File: config.mk
export PLATFORM = sky130hd
export DESIGN_NAME = keycode_line_assembler
export DESIGN_NICKNAME = d
export VERILOG_FILES = /design/src/sv/kla_pkg.sv /design/src/sv/keycode_line_assembler.sv /design/src/sv/kla_cell.sv /design/src/sv/kla_line_store.sv
export VERILOG_INCLUDE_DIRS = /design/src /design/src/sv
export SDC_FILE = /design/constraint.sdc
export NUM_CORES = 1
export LEC_CHECK = 0
export ABC_AREA = 1
export BUFFER_PORTS_ARGS = -buffer_cell sky130_fd_sc_hd__clkbuf_2
export CAP_MARGIN = 20
export CORE_MARGIN = 2
export CORE_UTILIZATION = 26
export CTS_CLUSTER_DIAMETER = 150
export CTS_CLUSTER_SIZE = 20
export DETAILED_ROUTE_END_ITERATION = 16
export PLACE_DENSITY = 0.49
export SLEW_MARGIN = 30
export SYNTH_ARGS = -nofsm -noshare
export SYNTH_HDL_FRONTEND = slang
export SYNTH_SLANG_ARGS = --single-unit
File: constraint.sdc
create_clock -name clk -period 3 [get_ports clk]
set_clock_uncertainty 0.1 [all_clocks]
set_input_delay 0.6 -clock clk [delete_from_list [all_inputs] [get_ports clk]]
set_output_delay 0.6 -clock clk [all_outputs]
set_load 0.02 [all_outputs]
File: src/sv/keycode_line_assembler_macros.svh
// Assertion macros shared by the line assembler.
// Each macro clocks on clk. The first one is also gated off while rst_n is low.
`ifndef KEYCODE_LINE_ASSEMBLER_MACROS_SVH
`define KEYCODE_LINE_ASSEMBLER_MACROS_SVH

// Concurrent check that is switched off while reset is held.
`define KLA_ASSERT(lbl, prop, msg) \
    lbl: assert property (@(posedge clk) disable iff (!rst_n) prop) else $error(msg);

// Concurrent check that also applies during reset.
`define KLA_ASSERT_ALWAYS(lbl, prop, msg) \
    lbl: assert property (@(posedge clk) prop) else $error(msg);

`endif

File: src/sv/kla_pkg.sv
`timescale 1ns / 1ps
// ----------------------------------------------------------------------------
// kla_pkg
// Types, codes and the key decoding shared by the line assembler modules.
// ----------------------------------------------------------------------------
package kla_pkg;

    localparam logic [4:0] EV_KEY_TYPE      = 5'd1;
    localparam logic [1:0] PRESS_VALUE      = 2'd1;
    localparam logic [9:0] FIRST_DIGIT_CODE = 10'd2;
    localparam logic [9:0] LAST_DIGIT_CODE  = 10'd11;
    localparam logic [9:0] SPACE_CODE       = 10'd57;
    localparam logic [9:0] TERM_RESET       = 10'd28;
    localparam logic [7:0] CHAR_ZERO        = 8'h30;
    localparam logic [7:0] CHAR_SPACE       = 8'h20;
    localparam logic [7:0] CHAR_NEWLINE     = 8'h0A;

    // Register word index on the configuration port.
    localparam logic REG_TERMINATOR = 1'b0;

    typedef enum logic
    {
        ST_IDLE,
        ST_SEND
    } kla_state_t;

    // Control handed from the sequencer to the row of character cells.
    typedef struct packed
    {
        logic       append;
        logic       shift;
        logic [7:0] ch;
    } kla_store_ctrl_t;

    // ASCII character of a digit or space key; the result only matters for those keys.
    function automatic logic [7:0] key_char(input logic [9:0] code);
        logic [7:0] ch;
        if (code == SPACE_CODE)
        begin
            ch = CHAR_SPACE;
        end
        else if (code == LAST_DIGIT_CODE)
        begin
            ch = CHAR_ZERO;
        end
        else
        begin
            ch = CHAR_ZERO + code[7:0] - 8'd1;
        end
        return ch;
    endfunction

endpackage

File: src/sv/keycode_line_assembler.sv
`timescale 1ns / 1ps
// Acceptance: a character or ignored event transaction is taken whenever the sequencer is idle; a
// clean terminator moves the sequencer to its send state, and each result is then registered.
// Throughput: a terminator holds s_tready low until its newline is registered, one result per cycle
// while m_tready is high, set by the cell row moving one character to cell 0 per cycle.
// Reset: rst_n clears the fill count, spoiled flag, sequencer and output valid at once and
// restores the terminator key to 28; the character cells are not reset.
// ----------------------------------------------------------------------------
// keycode_line_assembler
// Collects digit and space key presses into a line and replays the line,
// followed by a newline, when the terminator key is pressed.
// ----------------------------------------------------------------------------
module keycode_line_assembler
#(
    parameter int BUFFER_BYTES = 64
)
(
    input  logic        clk,
    input  logic        rst_n,

    // Input events.
    input  logic        s_tvalid,
    output logic        s_tready,
    input  logic [15:0] s_tdata,   // [9:0] key_code, [15:10] zero
    input  logic [7:0]  s_tuser,   // [4:0] event_type, [6:5] key_value, [7] zero

    // Output characters.
    output logic        m_tvalid,
    input  logic        m_tready,
    output logic [7:0]  m_tdata,   // [7:0] character
    output logic        m_tlast,   // set on the closing newline

    // Configuration port.
    input  logic        psel,
    input  logic        penable,
    input  logic        pwrite,
    input  logic [2:0]  paddr,
    input  logic [31:0] pwdata,
    output logic [31:0] prdata,
    output logic        pready
);

    import kla_pkg::*;

    `include "keycode_line_assembler_macros.svh"

    // The line holds one character fewer than the buffer size.
    localparam int DEPTH = BUFFER_BYTES - 1;
    localparam int CW    = $clog2(DEPTH + 1);

    // ------------------------------------------------------------------
    // Configuration register. Byte lanes within the word are ignored, so
    // the word index is paddr[2].
    // ------------------------------------------------------------------
    logic [9:0] term_reg;
    logic       cfg_wr;

    assign pready = 1'b1;
    assign cfg_wr = psel && penable && pwrite && pready && (paddr[2] == REG_TERMINATOR);

    always_ff @(posedge clk or negedge rst_n)
    begin
        if (!rst_n)
        begin
            term_reg <= TERM_RESET;
        end
        else if (cfg_wr)
        begin
            term_reg <= pwdata[9:0];
        end
    end

    assign prdata = (paddr[2] == REG_TERMINATOR) ? {22'd0, term_reg} : 32'd0;

    // ------------------------------------------------------------------
    // Event decoding.
    // ------------------------------------------------------------------
    logic [9:0] code;
    logic       accept;
    logic       press;
    logic       is_term;
    logic       is_char;

    assign code    = s_tdata[9:0];
    assign accept  = s_tvalid && s_tready;
    assign press   = (s_tuser[4:0] == EV_KEY_TYPE) && (s_tuser[6:5] == PRESS_VALUE);
    assign is_term = (code == term_reg);
    assign is_char = (code inside {[FIRST_DIGIT_CODE:LAST_DIGIT_CODE]}) || (code == SPACE_CODE);

    // ------------------------------------------------------------------
    // Sequencer state.
    // ------------------------------------------------------------------
    kla_state_t      state_reg, state_next;
    logic [CW-1:0]   fill_reg, fill_next;
    logic [CW-1:0]   rem_reg, rem_next;
    logic            spoiled_reg, spoiled_next;
    logic            out_valid_reg, out_valid_next;
    logic [7:0]      out_char_reg, out_char_next;
    logic            out_last_reg, out_last_next;
    logic            slot_free;
    logic [7:0]      head_char;
    kla_store_ctrl_t store_ctrl;

    // The output register can take a new result when empty or being drained.
    assign slot_free = !out_valid_reg || m_tready;
    assign s_tready  = (state_reg == ST_IDLE);

    always_ff @(posedge clk or negedge rst_n)
    begin
        if (!rst_n)
        begin
            state_reg     <= ST_IDLE;
            fill_reg      <= '0;
            rem_reg       <= '0;
            spoiled_reg   <= 1'b0;
            out_valid_reg <= 1'b0;
        end
        else
        begin
            state_reg     <= state_next;
            fill_reg      <= fill_next;
            rem_reg       <= rem_next;
            spoiled_reg   <= spoiled_next;
            out_valid_reg <= out_valid_next;
        end
    end

    always_ff @(posedge clk)
    begin
        out_char_reg <= out_char_next;
        out_last_reg <= out_last_next;
    end

    always_comb
    begin
        state_next       = state_reg;
        fill_next        = fill_reg;
        rem_next         = rem_reg;
        spoiled_next     = spoiled_reg;
        out_valid_next   = out_valid_reg && !m_tready;
        out_char_next    = out_char_reg;
        out_last_next    = out_last_reg;
        store_ctrl.append = 1'b0;
        store_ctrl.shift  = 1'b0;
        store_ctrl.ch     = key_char(code);

        case (state_reg)
            ST_IDLE:
            begin
                if (accept && press)
                begin
                    if (is_term)
                    begin
                        // The terminator wins over every other meaning of the key.
                        // On a clean line the fill count is handed over to the replay counter.
                        if (!spoiled_reg)
                        begin
                            rem_next   = fill_reg;
                            state_next = ST_SEND;
                        end
                        fill_next    = '0;
                        spoiled_next = 1'b0;
                    end
                    else if (spoiled_reg)
                    begin
                        // Keys on a spoiled line are dropped.
                    end
                    else if (is_char)
                    begin
                        if (fill_reg < CW'(DEPTH))
                        begin
                            store_ctrl.append = 1'b1;
                            fill_next         = fill_reg + CW'(1);
                        end
                        else
                        begin
                            spoiled_next = 1'b1;
                        end
                    end
                    else
                    begin
                        spoiled_next = 1'b1;
                    end
                end
            end

            ST_SEND:
            begin
                if (slot_free)
                begin
                    out_valid_next = 1'b1;
                    if (rem_reg != '0)
                    begin
                        // Cell 0 holds the oldest character still to send.
                        out_char_next    = head_char;
                        out_last_next    = 1'b0;
                        store_ctrl.shift = 1'b1;
                        rem_next         = rem_reg - CW'(1);
                    end
                    else
                    begin
                        out_char_next = CHAR_NEWLINE;
                        out_last_next = 1'b1;
                        state_next    = ST_IDLE;
                    end
                end
            end

            default:
            begin
                state_next = ST_IDLE;
            end
        endcase
    end

    kla_line_store
    #(
        .DEPTH (DEPTH)
    )
    u_store
    (
        .clk       (clk),
        .ctrl      (store_ctrl),
        .fill      (fill_reg),
        .head_char (head_char)
    );

    assign m_tvalid = out_valid_reg;
    assign m_tdata  = out_char_reg;
    assign m_tlast  = out_last_reg;

    // ------------------------------------------------------------------
    // Checks. The reset check looks past the edge that samples reset, since the registers only
    // take their reset values once reset has been seen.
    // ------------------------------------------------------------------
    `KLA_ASSERT(a_clean_term_starts_replay,
        (accept && press && is_term && !spoiled_reg) |=> (state_reg == ST_SEND),
        "clean terminator did not start a replay")
    `KLA_ASSERT(a_newline_closes_replay,
        (state_reg == ST_SEND && slot_free && rem_reg == '0)
            |=> (m_tvalid && m_tlast && m_tdata == CHAR_NEWLINE && state_reg == ST_IDLE),
        "replay did not close with a newline")
    `KLA_ASSERT(a_spoiled_holds,
        (spoiled_reg && !(accept && press && is_term)) |=> spoiled_reg,
        "spoiled flag cleared before the line ended")
    `KLA_ASSERT(a_fill_bound,
        (state_reg == ST_SEND) |-> (fill_reg == '0 && rem_reg <= CW'(DEPTH)),
        "fill count or replay count out of range during replay")
    `KLA_ASSERT_ALWAYS(a_reset_quiet,
        !rst_n |=> (!m_tvalid && s_tready),
        "output valid or input stall during reset")

endmodule

File: src/sv/kla_cell.sv
`timescale 1ns / 1ps
// ----------------------------------------------------------------------------
// kla_cell
// One character cell: loads a new character or takes its neighbour's.
// ----------------------------------------------------------------------------
module kla_cell
(
    input  logic       clk,
    input  logic       load,
    input  logic       shift,
    input  logic [7:0] load_char,
    input  logic [7:0] neigh_char,
    output logic [7:0] cell_char
);

    logic [7:0] char_reg;

    always_ff @(posedge clk)
    begin
        if (load)
        begin
            char_reg <= load_char;
        end
        else if (shift)
        begin
            char_reg <= neigh_char;
        end
    end

    assign cell_char = char_reg;

endmodule

File: src/sv/kla_line_store.sv
`timescale 1ns / 1ps
// ----------------------------------------------------------------------------
// kla_line_store
// Row of character cells. A character is written into the cell whose index
// equals the fill count; replay moves every cell one place towards cell 0.
// ----------------------------------------------------------------------------
module kla_line_store
#(
    parameter int DEPTH = 63
)
(
    input  logic                         clk,
    input  kla_pkg::kla_store_ctrl_t     ctrl,
    input  logic [$clog2(DEPTH+1)-1:0]   fill,
    output logic [7:0]                   head_char
);

    import kla_pkg::*;

    localparam int IW = $clog2(DEPTH + 1);

    logic [7:0] cell_char [DEPTH];

    for (genvar i = 0; i < DEPTH; i++)
    begin : g_cell
        logic [7:0] neigh;
        logic       load;

        assign load = ctrl.append && (fill == IW'(i));

        if (i == DEPTH - 1)
        begin : g_tail
            assign neigh = '0;
        end
        else
        begin : g_mid
            assign neigh = cell_char[i+1];
        end

        kla_cell u_cell
        (
            .clk        (clk),
            .load       (load),
            .shift      (ctrl.shift),
            .load_char  (ctrl.ch),
            .neigh_char (neigh),
            .cell_char  (cell_char[i])
        );
    end

    assign head_char = cell_char[0];

endmodule

==> metrics.md <==
| Metric | Value |
|---|---|
| Pre-CTS WS | -15.63 ps |
| Vias per std cell | 4.458 |
| ANT nets after route | 0 |
| Post-CTS sizing | 0 |
| Vias | 15930 |
| Xor/xnor share of the synthesized area | 0.001461 |
| DRT Pass-1 Iters | 5 |
| Post-DP HPWL | 34910 µm |
| Power density cells | 476.8 nW/µm² |
| PortBufs | 55 |
| Startpoint Class | flop |
| YS warnings | 0 |
| Final net count | 2440 |
| RePlAce Congestion | 0.7719 |
| Root Driver | clkbuf_16 |
| Chip Height | 307.6 µm |
| Initial DRC Count | 1310 |
| Sequential power share | 0.629 |
| Crit. End Element | flop |
| Die area | 94640 µm² |
| Comb pwr share | 0.034 |
| Max transition margin | 0.3845 |
| Syn avg cell area | 10.51 µm² |
| Synth Area in Adders | 0.005219 |
| Number of flops mapped to enable cells by yosys | 513 |
| Final Non-Filler Cells | 3574 |
| Crit path DAT | 2860 ps |
| RSZ-0062 raised after global routing | false |
| Cell Area, Synth | 23970 µm² |
| Critical-path cell list | inv_1 > ha_1 > inv_1 > nor2_1 > buf_4 > nand4_2 > nand2_1 |
| Fmax | 373.7 MHz |
| DR WL/cell | 15.34 µm |
| Top delay family on crit path | simple AND/OR/NAND/NOR gates |
| Hold Vio Cnt, Final | 0 |
| Tot GR Track Use | 0.1137 |
| Slowest CP cell | nor2_1 |
| H-tree levels | 1 |
| LEAKAGE | 10.90 nW |
| Core area | 91520 µm² |
| Share of flip-flops with an asynchronous set or reset | 0.04647 |
| Min cycle time layout | 2676 ps |
| Switch Pwr | 0.002769 W |
| Crit Path Class | flop to flop |
| VDD IR max | 0.5116 mV |
| CTS Buf Count | 30 |
| Final core occ | 0.2963 |
| Clock Path Buffers | 3 |
| Crit path required time | 3180 ps |
| Cell area after layout | 27120 µm² |
| Compound-cell area share of the yosys netlist | 0.03889 |
| Routed wire length | 54830 µm |
| Count of final setup violators | 0 |
| Clk pwr share | 0.337 |
| Starting Density | 0.2619 |
| Period utilization | 0.8920 |
| Mux contribution to synthesized area | 0 |
| Diode count | 0 |
| Antenna violations before repair | 0 |
| Top FF cell, synth | edfxtp_1 |
| CP max stage delay | 720 ps |
| Num ports | 110 |
| Post-Place Cell Area | 26240 µm² |
| Area Overhead vs Synth | 13.14% |
| R2r setup slk | 320 ps |
| #FFs+latches synth | 538 |
| Placed cells | 3517 |
| Worst-path maximum fanout | 8 |
| Most used cell, CP | inv_1 |
| First-pass GRT wire length | 86390 µm |
| Sw Share | 0.2142 |
| Synth Instances | 2281 |
| Post-synthesis simple-gate area fraction | 0.2114 |
| Hold Path Class | input pin to flop |
| Slew @ Worst Pin | 919.9 ps |
| Vias in the first global route | 15840 |
| Fin. max-slew vios | 0 |
| Die span in x | 307.6 µm |
| Int Pwr | 0.01016 W |
| Final worst-path setup slack | 324.1 ps |
| Setup tns final | 0 ps |
| Largest net degree at the start of global routing | 97 |
| DRC viols | 0 |
| Clock sinks | 538 |
| Status | finished clean |
| Max reg flops | 504 |
| Share of cells above drive strength 1 | 0.1168 |
| Max-cap violations | 0 |
| Synth cell types | 31 |
| Clock Pin Slew Worst Setup and Hold Paths | 90 ps |
| CTS tree | done |
| Grt total ovfl | 0 |
| Post-synthesis sequential area ratio | 0.6689 |
| CP Buf/Inv Count | 3 |
| Worst skew pair latency | 620 ps |
| Main combinational cell family by area after synthesis | simple AND/OR/NAND/NOR gates |
| # rows | 111 |
==> worst reg2reg max path, stage by stage, from the launching register on <==
cell and delay, ps:
dfrtp_1 460, inv_1 130, ha_1 160, inv_1 80, nor2_1 720, buf_4 280
nand4_2 120, nand2_1 290
==> area by class of cell <==
cell class | count | area [µm²]
inverters | 249 | 934.6
flip-flops and latches | 538 | 16030
repair buffers | 188 | 1489
fillers | 9417 | 64400
clock buffers | 55 | 854.6
well taps | 1186 | 1484
clock inverters | 1 | 16.27
multi-input cells | 1357 | 6309
==> worst paths after layout <==
check                                                        from                                      to  cells past startpoint
setup / recovery                                      fill_reg[0]   u_store.g_cell[8].u_cell.cell_char[7]                      7
hold / removal                                          pwdata[2]                             term_reg[2]                      3
setup reg to reg                                      fill_reg[0]   u_store.g_cell[8].u_cell.cell_char[7]                      7
hold reg to reg            u_store.g_cell[49].u_cell.cell_char[5]  u_store.g_cell[48].u_cell.cell_char[5]                      1
max in group asynchronous                                   rst_n                              rem_reg[4]                      2
min in group asynchronous                                   rst_n                             term_reg[7]                      2
==> metrics by stage <==
stage          power, W  hold WS (ps)
3_3_place_gp   0.008747         383.8
4_1_cts         0.01308         57.14
6_report        0.01293         93.87
5_1_grt         0.01336         68.56
3_5_place_dp   0.008749         385.4
2_1_floorplan  0.008550         204.4
==> power by group through the flow <==
stage | combinational (W) | sequential (W) | clock [W]
2_1_floorplan | 0.000252 | 0.00830 | 0
3_3_place_gp | 0.000446 | 0.00830 | 0
3_5_place_dp | 0.000448 | 0.00830 | 0
4_1_cts | 0.000450 | 0.00813 | 0.00450
5_1_grt | 0.000480 | 0.00813 | 0.00475
6_report | 0.000445 | 0.00813 | 0.00436
==> cells in the final DEF (no fill, tap or decap) <==
master and instances:
dlygate4sd3_1 1, nor3_1 1, edfxtp_1 513, dfrtp_1 22, xor2_1 2, nand2_1 716
ha_1 10, buf_4 115, nand3_1 41, conb_1 25, nor2_4 4, nor2_1 133
clkinv_8 1, clkbuf_2 55, o21ai_0 64, o21bai_1 1, xor2_4 1, nand2_2 1
inv_2 3, or2_2 13, or2_1 19, a22oi_1 1, nor2_2 7, nand4_2 27
a31oi_1 1, clkbuf_1 24, buf_12 17, o21ai_1 101, xnor2_1 1, dfstp_2 3
clkbuf_16 30, clkbuf_8 1, a21oi_1 17, nand4_1 170, inv_1 246, nor3_2 1
==> repair_timing <==
| action | in CTS | in global routing |
|---|---|---|
| hold endpoints to repair | 22 | 0 |
| hold buffers | 1 | 0 |
| setup buffers | 0 | 0 |
==> Yosys cell counts, drive strengths merged, types with 3 or more instances <==
library cell	number	area, µm²
nand2	717	2691
edfxtp	513	15400
inv	249	934.7
nand4	197	1401
o21ai	165	825.8
nor2	144	555.5
clkbuf	88	330.3
buf	72	504.2
nand3	41	205.2
or2	32	200.2
dfrtp	22	550.5
a21oi	17	85.08
ha	10	125.1
dfstp	3	78.83
xor2	3	26.28
==> cell families (layout without fill, tap and decap cells) <==
| group | Yosys count | after routing |
|---|---|---|
| AND/OR/NAND/NOR | 1133 | 1133 |
| adder cells (fa/ha/maj) | 10 | 10 |
| other | 2 | 25 |
| AO/OA/AOI/OAI | 185 | 185 |
| flip-flops | 538 | 538 |
| buffers and inverters | 409 | 493 |
| XOR/XNOR | 4 | 4 |
==> routing by layer <==
layer / wire length, µm / up-vias / part of all wire / global-route usage
met4: 1521 / 0 / 0.028 / 0.03279
met1: 25110 / 7775 / 0.46 / 0.1522
li1: - / 7788 / - / -
met3: 1897 / 79 / 0.035 / 0.01232
met5: 0 / - / 0 / 0
met2: 26300 / 292 / 0.48 / 0.1941
Power figures use the tool's default switching activity.
